File: config.mk
export PLATFORM = sky130hd
export DESIGN_NAME = xe_portb_bank_mapper
export DESIGN_NICKNAME = d
export VERILOG_FILES = /design/src/rtl/xpbm_pkg.sv /design/src/rtl/xpbm_cfg_regs.sv /design/src/rtl/xpbm_map_state.sv /design/src/rtl/xpbm_out_buf.sv /design/src/rtl/xe_portb_bank_mapper.sv
export SDC_FILE = /design/constraint.sdc
export NUM_CORES = 1
export LEC_CHECK = 0
export ABC_AREA = 1
export BUFFER_PORTS_ARGS = -buffer_cell sky130_fd_sc_hd__buf_2
export CAP_MARGIN = 10
export CORE_ASPECT_RATIO = 0.5
export CORE_MARGIN = 2
export CORE_UTILIZATION = 35
export DETAILED_ROUTE_END_ITERATION = 10
export GPL_TIMING_DRIVEN = 0
export PLACE_DENSITY = 0.56
export SLEW_MARGIN = 10
export SYNTH_ARGS = -nofsm -noshare
export SYNTH_HDL_FRONTEND = slang
export SYNTH_HIERARCHICAL = 1
export SYNTH_SLANG_ARGS = --single-unit
File: constraint.sdc
create_clock -name clk_i -period 4.2 [get_ports clk_i]
set_input_delay 0.21 -clock clk_i [delete_from_list [all_inputs] [get_ports clk_i]]
set_output_delay 0.21 -clock clk_i [all_outputs]
set_load 0.05 [all_outputs]
File: src/rtl/xpbm_pkg.sv
// Shared types and constants for the PORTB bank mapper.
// No dependencies; every other file in rtl/ imports this package.
`default_nettype none

package xpbm_pkg;

  localparam int unsigned PortW   = 8;
  localparam int unsigned BankW   = 7;
  localparam int unsigned OpW     = 3;
  localparam int unsigned CfgIdxW = 2;
  localparam int unsigned CfgDatW = 8;

  typedef enum logic [OpW-1:0] {
    OP_PORTB_WR  = 3'd0,
    OP_CART8_ON  = 3'd1,
    OP_CART8_OFF = 3'd2,
    OP_CARTA_ON  = 3'd3,
    OP_CARTA_OFF = 3'd4
  } opcode_e;

  typedef enum logic [CfgIdxW-1:0] {
    CFG_MACHINE_CLASS = 2'd0,
    CFG_RAM_KIND      = 2'd1
  } cfg_index_e;

  typedef enum logic [1:0] {
    CLASS_800  = 2'd0,
    CLASS_5200 = 2'd1,
    CLASS_XLXE = 2'd2
  } machine_class_e;

  // Ordered by size, so magnitude compares on the code are size compares.
  typedef enum logic [2:0] {
    RAM_16K   = 3'd0,
    RAM_48K   = 3'd1,
    RAM_64K   = 3'd2,
    RAM_128K  = 3'd3,
    RAM_320K  = 3'd4,
    RAM_576K  = 3'd5,
    RAM_1M    = 3'd6
  } ram_size_e;

  typedef enum logic [1:0] {
    ANTIC_SAME = 2'd0,
    ANTIC_BASE = 2'd1,
    ANTIC_EXT  = 2'd2
  } antic_mode_e;

  typedef enum logic [1:0] {
    OS_RAM     = 2'd0,
    OS_ROM     = 2'd1,
    OS_OPENBUS = 2'd2
  } os_area_e;

  typedef enum logic [1:0] {
    A000_RAM   = 2'd0,
    A000_BASIC = 2'd1,
    A000_CART  = 2'd2
  } a000_area_e;

  // Effective configuration after folding out-of-range codes.
  typedef struct packed {
    machine_class_e cls;
    ram_size_e      ram;
  } xpbm_cfg_t;

  // Declared MSB first, so cpu_bank lands in the lowest bits.
  typedef struct packed {
    logic        trig_three;
    logic        cart_8000_on;
    logic        selftest_on;
    a000_area_e  a000_area;
    os_area_e    os_area;
    logic [BankW-1:0] antic_bank;
    antic_mode_e antic_mode;
    logic [BankW-1:0] cpu_bank;
  } xpbm_result_t;

  localparam int unsigned ResultW = $bits(xpbm_result_t);
  localparam int unsigned OutDataW = ((ResultW + 7) / 8) * 8;

endpackage

`default_nettype wire

File: src/rtl/xpbm_cfg_regs.sv
// Configuration registers of the PORTB bank mapper and their decode into an
// effective machine class and RAM size. Depends on xpbm_pkg.
`default_nettype none

module xpbm_cfg_regs import xpbm_pkg::*; (
  input  wire logic               clk_i,
  input  wire logic               rst_ni,
  input  wire logic               cfg_we_i,
  input  wire logic [CfgIdxW-1:0] cfg_index_i,
  input  wire logic [CfgDatW-1:0] cfg_data_i,
  output xpbm_cfg_t               cfg_o
);

  logic [1:0] machine_class_q, machine_class_d;
  logic [2:0] ram_kind_q, ram_kind_d;

  always_comb begin
    machine_class_d = machine_class_q;
    ram_kind_d      = ram_kind_q;
    if (cfg_we_i) begin
      unique case (cfg_index_i)
        CFG_MACHINE_CLASS: machine_class_d = cfg_data_i[1:0];
        CFG_RAM_KIND:      ram_kind_d      = cfg_data_i[2:0];
        default: ;
      endcase
    end
  end

  always_ff @(posedge clk_i or negedge rst_ni) begin
    if (!rst_ni) begin
      machine_class_q <= CLASS_XLXE;
      ram_kind_q      <= 3'd1;
    end else begin
      machine_class_q <= machine_class_d;
      ram_kind_q      <= ram_kind_d;
    end
  end

  // Class three behaves as XL/XE; RAM kinds five to seven behave as 1088K.
  always_comb begin
    unique case (machine_class_q)
      2'd0:    cfg_o.cls = CLASS_800;
      2'd1:    cfg_o.cls = CLASS_5200;
      default: cfg_o.cls = CLASS_XLXE;
    endcase
    if (cfg_o.cls == CLASS_800) begin
      cfg_o.ram = RAM_48K;
    end else if (cfg_o.cls == CLASS_5200) begin
      cfg_o.ram = RAM_16K;
    end else begin
      unique case (ram_kind_q)
        3'd0:    cfg_o.ram = RAM_48K;
        3'd1:    cfg_o.ram = RAM_64K;
        3'd2:    cfg_o.ram = RAM_128K;
        3'd3:    cfg_o.ram = RAM_320K;
        3'd4:    cfg_o.ram = RAM_576K;
        default: cfg_o.ram = RAM_1M;
      endcase
    end
  end

endmodule

`default_nettype wire

File: src/rtl/xpbm_map_state.sv
// Mapping state of the PORTB bank mapper: applies one command per beat and
// forms the region map from the updated state. Depends on xpbm_pkg.
`default_nettype none

module xpbm_map_state import xpbm_pkg::*; (
  input  wire logic             clk_i,
  input  wire logic             rst_ni,
  input  wire xpbm_cfg_t        cfg_i,
  input  wire logic             cmd_fire_i,
  input  wire logic [OpW-1:0]   opcode_i,
  input  wire logic [PortW-1:0] port_value_i,
  output xpbm_result_t          result_o
);

  logic [PortW-1:0] last_port_q, last_port_d;
  logic [BankW-1:0] cur_bank_q, cur_bank_d;
  antic_mode_e      antic_sel_q, antic_sel_d;
  logic [BankW-1:0] antic_ext_q, antic_ext_d;
  logic             os_en_q, os_en_d;
  logic             selftest_q, selftest_d;
  logic             cart_low_q, cart_low_d;
  logic             cart_high_q, cart_high_d;
  logic             trig_q, trig_d;

  logic [5:0]       bank_idx;
  logic [BankW-1:0] bank_ext;
  logic [BankW-1:0] bank_new;
  logic             is_576;
  logic [PortW-1:0] pb;

  assign pb     = port_value_i;
  assign is_576 = (cfg_i.ram == RAM_576K);

  // Extended bank index as laid out by each expansion's PORTB bits.
  always_comb begin
    unique case (cfg_i.ram)
      RAM_128K: bank_idx = {4'b0, pb[3:2]};
      RAM_320K: bank_idx = {2'b0, pb[6:5], pb[3:2]};
      RAM_576K: bank_idx = {1'b0, pb[7:6], pb[3:1]};
      default:  bank_idx = {pb[7:5], pb[3:1]};
    endcase
    bank_ext = {1'b0, bank_idx} + BankW'(1);
    bank_new = pb[4] ? '0 : bank_ext;
  end

  always_comb begin
    last_port_d = last_port_q;
    cur_bank_d  = cur_bank_q;
    antic_sel_d = antic_sel_q;
    antic_ext_d = antic_ext_q;
    os_en_d     = os_en_q;
    selftest_d  = selftest_q;
    cart_low_d  = cart_low_q;
    cart_high_d = cart_high_q;
    trig_d      = trig_q;

    if (cmd_fire_i) begin
      case (opcode_i)
        OP_PORTB_WR: begin
          if (cfg_i.cls != CLASS_800) begin
            if (cfg_i.ram > RAM_64K) begin
              if (selftest_d && (bank_new != cur_bank_q || (is_576 && !pb[5]))) begin
                selftest_d = 1'b0;
              end
              cur_bank_d = bank_new;
              if (cfg_i.ram == RAM_128K || is_576) begin
                case (pb[5:4])
                  2'b10: antic_sel_d = ANTIC_BASE;
                  2'b01: begin
                    antic_sel_d = ANTIC_EXT;
                    antic_ext_d = bank_ext;
                  end
                  default: antic_sel_d = ANTIC_SAME;
                endcase
              end
            end
            // The OS ROM only follows bit 0 when that bit actually changes.
            if (last_port_q[0] != pb[0]) begin
              os_en_d = pb[0];
              if (!pb[0]) begin
                selftest_d = 1'b0;
              end
            end
            if (cfg_i.cls == CLASS_XLXE) begin
              if (pb[7] || (is_576 && !pb[5])) begin
                selftest_d = 1'b0;
              end else if (!selftest_d && pb[0]
                           && !(pb[5:4] != 2'b11 && is_576)
                           && !(!pb[4] && cfg_i.ram == RAM_1M)) begin
                selftest_d = 1'b1;
              end
            end
            last_port_d = pb;
          end
        end
        OP_CART8_ON:  cart_low_d = 1'b1;
        OP_CART8_OFF: cart_low_d = 1'b0;
        OP_CARTA_ON: begin
          if (!cart_high_q) begin
            cart_high_d = 1'b1;
            if (cfg_i.cls == CLASS_XLXE) trig_d = 1'b1;
          end
        end
        OP_CARTA_OFF: begin
          if (cart_high_q) begin
            cart_high_d = 1'b0;
            if (cfg_i.cls == CLASS_XLXE) trig_d = 1'b0;
          end
        end
        default: ;
      endcase
    end
  end

  always_ff @(posedge clk_i or negedge rst_ni) begin
    if (!rst_ni) begin
      last_port_q <= '1;
      cur_bank_q  <= '0;
      antic_sel_q <= ANTIC_SAME;
      antic_ext_q <= BankW'(1);
      os_en_q     <= 1'b1;
      selftest_q  <= 1'b0;
      cart_low_q  <= 1'b0;
      cart_high_q <= 1'b0;
      trig_q      <= 1'b0;
    end else begin
      last_port_q <= last_port_d;
      cur_bank_q  <= cur_bank_d;
      antic_sel_q <= antic_sel_d;
      antic_ext_q <= antic_ext_d;
      os_en_q     <= os_en_d;
      selftest_q  <= selftest_d;
      cart_low_q  <= cart_low_d;
      cart_high_q <= cart_high_d;
      trig_q      <= trig_d;
    end
  end

  // Region map, taken from the state as it stands after this command.
  always_comb begin
    result_o.cpu_bank   = cur_bank_d;
    result_o.antic_mode = antic_sel_d;
    result_o.antic_bank = (antic_sel_d == ANTIC_EXT) ? antic_ext_d : BankW'(1);
    if (os_en_d) begin
      result_o.os_area = OS_ROM;
    end else if (cfg_i.ram > RAM_48K) begin
      result_o.os_area = OS_RAM;
    end else begin
      result_o.os_area = OS_OPENBUS;
    end
    if (cart_high_d) begin
      result_o.a000_area = A000_CART;
    end else if (cfg_i.cls == CLASS_XLXE && !last_port_d[1]
                 && !(!last_port_d[4] && cfg_i.ram >= RAM_576K)) begin
      result_o.a000_area = A000_BASIC;
    end else begin
      result_o.a000_area = A000_RAM;
    end
    result_o.selftest_on  = selftest_d;
    result_o.cart_8000_on = cart_low_d;
    result_o.trig_three   = trig_d;
  end

endmodule

`default_nettype wire

File: src/rtl/xpbm_out_buf.sv
// Two-entry result buffer (output register plus skid stage) between the
// mapping logic and the result stream. Depends on xpbm_pkg.
`default_nettype none

module xpbm_out_buf import xpbm_pkg::*; (
  input  wire logic   clk_i,
  input  wire logic   rst_ni,
  input  wire logic   in_valid_i,
  output logic        in_ready_o,
  input  wire xpbm_result_t in_data_i,
  output logic        out_valid_o,
  input  wire logic   out_ready_i,
  output xpbm_result_t out_data_o
);

  logic         main_v_q, main_v_d;
  logic         skid_v_q, skid_v_d;
  xpbm_result_t main_q, skid_q;
  logic         load_main_in, load_main_skid, load_skid;
  logic         in_fire, out_fire;

  assign in_ready_o  = !skid_v_q;
  assign in_fire     = in_valid_i && in_ready_o;
  assign out_fire    = main_v_q && out_ready_i;
  assign out_valid_o = main_v_q;
  assign out_data_o  = main_q;

  always_comb begin
    main_v_d       = main_v_q;
    skid_v_d       = skid_v_q;
    load_main_in   = 1'b0;
    load_main_skid = 1'b0;
    load_skid      = 1'b0;
    if (out_fire) begin
      if (skid_v_q) begin
        load_main_skid = 1'b1;
        skid_v_d       = 1'b0;
      end else if (in_fire) begin
        load_main_in = 1'b1;
      end else begin
        main_v_d = 1'b0;
      end
    end else if (in_fire) begin
      if (!main_v_q) begin
        load_main_in = 1'b1;
        main_v_d     = 1'b1;
      end else begin
        load_skid = 1'b1;
        skid_v_d  = 1'b1;
      end
    end
  end

  always_ff @(posedge clk_i or negedge rst_ni) begin
    if (!rst_ni) begin
      main_v_q <= 1'b0;
      skid_v_q <= 1'b0;
    end else begin
      main_v_q <= main_v_d;
      skid_v_q <= skid_v_d;
    end
  end

  always_ff @(posedge clk_i) begin
    if (load_main_in) begin
      main_q <= in_data_i;
    end else if (load_main_skid) begin
      main_q <= skid_q;
    end
    if (load_skid) begin
      skid_q <= in_data_i;
    end
  end

endmodule

`default_nettype wire

File: src/rtl/xe_portb_bank_mapper.sv
// Top level of the PORTB bank mapper; instantiates xpbm_cfg_regs,
// xpbm_map_state and xpbm_out_buf, and imports xpbm_pkg.
// The result of an accepted command is registered into the output buffer at
// the accepting edge. One command per cycle while the buffer has room.
// Reset (rst_ni low, asynchronous) restores the power-on mapping state and
// configuration and empties the result buffer.
`default_nettype none

module xe_portb_bank_mapper import xpbm_pkg::*; (
  input  wire logic                clk_i,
  input  wire logic                rst_ni,
  // Command stream.
  input  wire logic                s_axis_tvalid,
  output logic                     s_axis_tready,
  input  wire logic [PortW-1:0]    s_axis_tdata,   // [7:0] port_value
  input  wire logic [OpW-1:0]      s_axis_tuser,   // [2:0] opcode
  // Result stream.
  output logic                     m_axis_tvalid,
  input  wire logic                m_axis_tready,
  // [6:0] cpu_bank, [8:7] antic_mode, [15:9] antic_bank, [17:16] os_area,
  // [19:18] a000_area, [20] selftest_on, [21] cart_8000_on, [22] trig_three,
  // [23] zero
  output logic [OutDataW-1:0]      m_axis_tdata,
  // Configuration write channel.
  input  wire logic                cfg_valid_i,
  output logic                     cfg_ready_o,
  input  wire logic [CfgIdxW-1:0]  cfg_index_i,
  input  wire logic [CfgDatW-1:0]  cfg_data_i
);

  xpbm_cfg_t    cfg;
  xpbm_result_t map_result;
  xpbm_result_t out_result;
  logic         cmd_fire;

  // Configuration registers never stall; a write is registered at the edge that accepts it.
  assign cfg_ready_o = 1'b1;

  xpbm_cfg_regs u_cfg (
    .clk_i       (clk_i),
    .rst_ni      (rst_ni),
    .cfg_we_i    (cfg_valid_i && cfg_ready_o),
    .cfg_index_i (cfg_index_i),
    .cfg_data_i  (cfg_data_i),
    .cfg_o       (cfg)
  );

  // A command beat updates the mapping state at the same edge that its
  // result is captured in the output buffer.
  assign cmd_fire = s_axis_tvalid && s_axis_tready;

  xpbm_map_state u_state (
    .clk_i        (clk_i),
    .rst_ni       (rst_ni),
    .cfg_i        (cfg),
    .cmd_fire_i   (cmd_fire),
    .opcode_i     (s_axis_tuser),
    .port_value_i (s_axis_tdata),
    .result_o     (map_result)
  );

  // The skid stage lets a new command in while a result still waits for the
  // consumer; input stalls only once both entries are full.
  xpbm_out_buf u_out (
    .clk_i       (clk_i),
    .rst_ni      (rst_ni),
    .in_valid_i  (s_axis_tvalid),
    .in_ready_o  (s_axis_tready),
    .in_data_i   (map_result),
    .out_valid_o (m_axis_tvalid),
    .out_ready_i (m_axis_tready),
    .out_data_o  (out_result)
  );

  assign m_axis_tdata = {(OutDataW - ResultW)'(0), out_result};

endmodule

`default_nettype wire

==> metrics.cfg <==
[drt]
first_pass_iters = 4
wirelength_um = 8150
drc = 0
dr_total_vias = 2812
drtIter0Drc = 188
avgRoutedWirePerCell_um = 13.3
avgViaCountPerCell = 4.60
antenna_left = 0

[pwr]
max-vdd-ir-drop_mv = 0.212
p_leak_nw = 2.03
finalPower_w = 0.00283
power_density_nw_per_um2 = 626

[clock_network]
path_clk_slew_ns = 0.06
clock-sinks = 77
clk_latency_ns = 0.33
hold_buffers = 1
cts_tree = built
postCtsSetupBuffers = 0
cts-htree-levels = 3
cts_buffer_depth = 2
cts.repair.resized = 0
ctsRootBufferMaster = clkbuf_16
cts_made_buffers = 9

[sta]
fin_crit_ns = 3.46
holdWs_ns = 0.121
slew_violations = 0
fin_crit_sh_pct = 82.3
setup_viol = 0
hold_viol = 0
max_freq_mhz = 289
skew_ns = 0.00645
rsz0062_at_grt = false
tightestPinTransition_ns = 0.686
max-slew-margin-rel_pct = 54.2
fin_tns_setup_ns = 0

[worst_hold_path]
hold_end = u_cfg/ram_kind_q[0]
hp-class = in -> reg
hold_start = cfg_data_i[0]
hold-path-cell-count = 3

[setup_path]
worstSetupStartpointType = flip-flop
worstPathRequired_ns = 4.41
r2r-start = u_cfg/machine_class_q[1]
cp_max_fo = 9
max_stage_delay_ns = 0.57
reg2reg_depth = 22
timing_worst_setup_path_type = reg -> reg
cpMaxStageDelayCell = dfstp_2
cp_cell_sequence = inv_1 > a21oi_1 > nand3_1 > nand3_1 > nand2_4 > ha_1 > nand2_1 > xnor2_1 > nor2_1 > nand2_1 > nor2_1 > nand3_1 > nor2_1 > nand3_1 > nand2_1 > nand2_1 > nand2_1 > nand2_1 > nand2_1 > buf_4 > nand3_1 > nand2_1
cpMostUsedCell = nand2_1
cp.arrival_ns = 3.66
regToRegSetupSlack_ns = 0.74
crit_path_end_kind = flip-flop
r2r_end = u_out/out_data_o[20]

[run]
cap_violations = 0

[synth]
seq_area_frac_synth_pct = 57.3
ys_types = 36
syn_inst = 407
async_reset_ff_share_pct = 40.3
synth_flop_cell = edfxtp_1
synth_edf_count = 46
ys_warn_count = 6
synth.net_count = 434
synthesis.area_um2 = 3780
synth-seq-cells = 77
avgSynthCellArea_um2 = 9.29

[place]
portBuffers = 45
dp_cells = 594
dp_hpwl_um = 6140
finalWeightedCongestion = 0.801

[global_routing]
grt-ovfl-total = 0
grt_pass1_vias = 2669
antenna_found_initial = 0
grt_max_degree = 32
grt.total_usage_pct = 15.3
grt_pass1_wl_um = 13700

[final_layout]
area_growth_pct = 19.6
fin_cells = 611
drive_above_1_share_pct = 24.2
layout.nets = 493
fillers = 1002
n_antenna_cell = 0

[floorplanning]
core_area_um2 = 10300
die_x_um = 151
die_h_um = 77.5
dieArea_um2 = 11700
std_cell_rows = 26
start_util_pct = 36.5
pin_count = 53

[run_status]
status = finished clean

[power by group]
part           switching [W]  total, W  leakage [nW]  internal [W]
clock network       0.000306  0.000766         0.139      0.000460
registers          0.0000603   0.00110         0.827       0.00104
logic               0.000709  0.000963          1.06      0.000254
total                0.00107   0.00283          2.03       0.00175
[registers in the layout, summed over array words and instances (netlist names)]
name                   flops
u_state/antic_sel_q        2
u_state/last_port_q        3
u_state/cart_high_q        1
u_cfg/ram_kind_q           3
u_state/cur_bank_q         7
u_out/skid_q              23
u_out/out_valid_o          1
u_state/selftest_q         1
u_state/trig_q             1
u_state/antic_ext_q        7
u_state/os_en_q            1
u_cfg/machine_class_q      2
u_out/skid_v_q             1
u_state/cart_low_q         1
u_out/out_data_o          23
[cell type report]
type | count | area, um2 | share of cell area, %
Sequential cell | 77 | 2170 | 47.9
Multi-Input combinational cell | 275 | 1350 | 29.8
Timing Repair Buffer | 48 | 265 | 5.87
Clock buffer | 10 | 229 | 5.07
Tap cell | 140 | 175 | 3.88
Inverter | 38 | 143 | 3.16
Buffer | 17 | 133 | 2.93
Clock inverter | 6 | 63.8 | 1.41
[worst max path at each step]
stage                             start  cells after the start                    to  slack (ns)
2_1_floorplan       u_cfg/ram_kind_q[0]                     22  u_out/out_data_o[20]        1.19
5_1_grt        u_cfg/machine_class_q[1]                     22  u_out/out_data_o[20]        0.36
3_3_place_gp   u_cfg/machine_class_q[1]                     22  u_out/out_data_o[20]        0.74
4_1_cts        u_cfg/machine_class_q[1]                     22  u_out/out_data_o[20]        0.71
3_5_place_dp   u_cfg/machine_class_q[1]                     22  u_out/out_data_o[20]        0.75
6_report       u_cfg/machine_class_q[1]                     22  u_out/out_data_o[20]        0.74
[layer usage]
| layer | wire length (um) | track usage, % |
|---|---|---|
| met5 | 0 | 0 |
| met3 | 448 | 4.65 |
| met1 | 4310 | 23.2 |
| met4 | 68 | 4.49 |
| met2 | 3330 | 20.9 |
[synthesized netlist by cell type, drive strengths merged, types with 2 or more instances]
library cell  instances  share of area, %
nand2               136                15
dfstp                 7               4.9
buf                  15               3.3
nor3                  5              0.66
clkbuf                2              0.20
a21oi                 6              0.79
inv                  38               3.8
dfrtp                24                16
nand4                11               1.8
edfxtp               46                37
nand3                53               8.1
conb                  2              0.20
o21ai                22               3.2
nor2                 28               3.5
[kinds of logic after synthesis]
group | synth area share (%)
AOI/OAI and AO/OA | 5.23
xor gates and xnor gates | 0.232
adders and majority gates | 0.331
buffers and inverters | 7.28
DFF | 57.3
other | 0.199
and+or+nand+nor | 29.4
[cells in the final DEF (no fill, tap or decap), types with 2 or more instances in the layout]
cell / count
inv_2: 3
nor2_2: 3
dfstp_2: 7
a21oi_1: 6
edfxtp_1: 46
nand2_4: 3
nor3_1: 5
nand2_1: 125
dfrtp_1: 24
nor2_1: 22
conb_1: 2
nand3_1: 45
buf_8: 2
clkbuf_1: 3
nor2_4: 3
nand3_2: 8
o21ai_0: 17
buf_2: 46
clkbuf_16: 9
buf_6: 4
clkinv_2: 2
nand2_2: 8
inv_1: 35
o21ai_1: 3
buf_4: 10
clkinvlp_4: 2
nand4_1: 11
[per-stage QoR]
stage / setup slack (ns) / util (%) / instance area, um2
floorplan: 1.19 / - / 3780
global placement: 0.741 / 40.4 / 4180
detailed placement: 0.747 / 40.8 / 4220
CTS: 0.706 / 43.7 / 4520
global route: 0.363 / 43.7 / 4520
finish: 0.743 / 43.7 / 4520
[worst max-delay path: cells and delay by family, from the launching register on]
kind | cells | cell delay (ns)
simple gates | 17 | 1.59
fa+ha+maj | 1 | 0.34
flops | 1 | 0.57
buf+inv | 2 | 0.19
xor+xnor | 1 | 0.14
compound gates | 1 | 0.49
No activity file was read; power rests on OpenSTA's default activity.
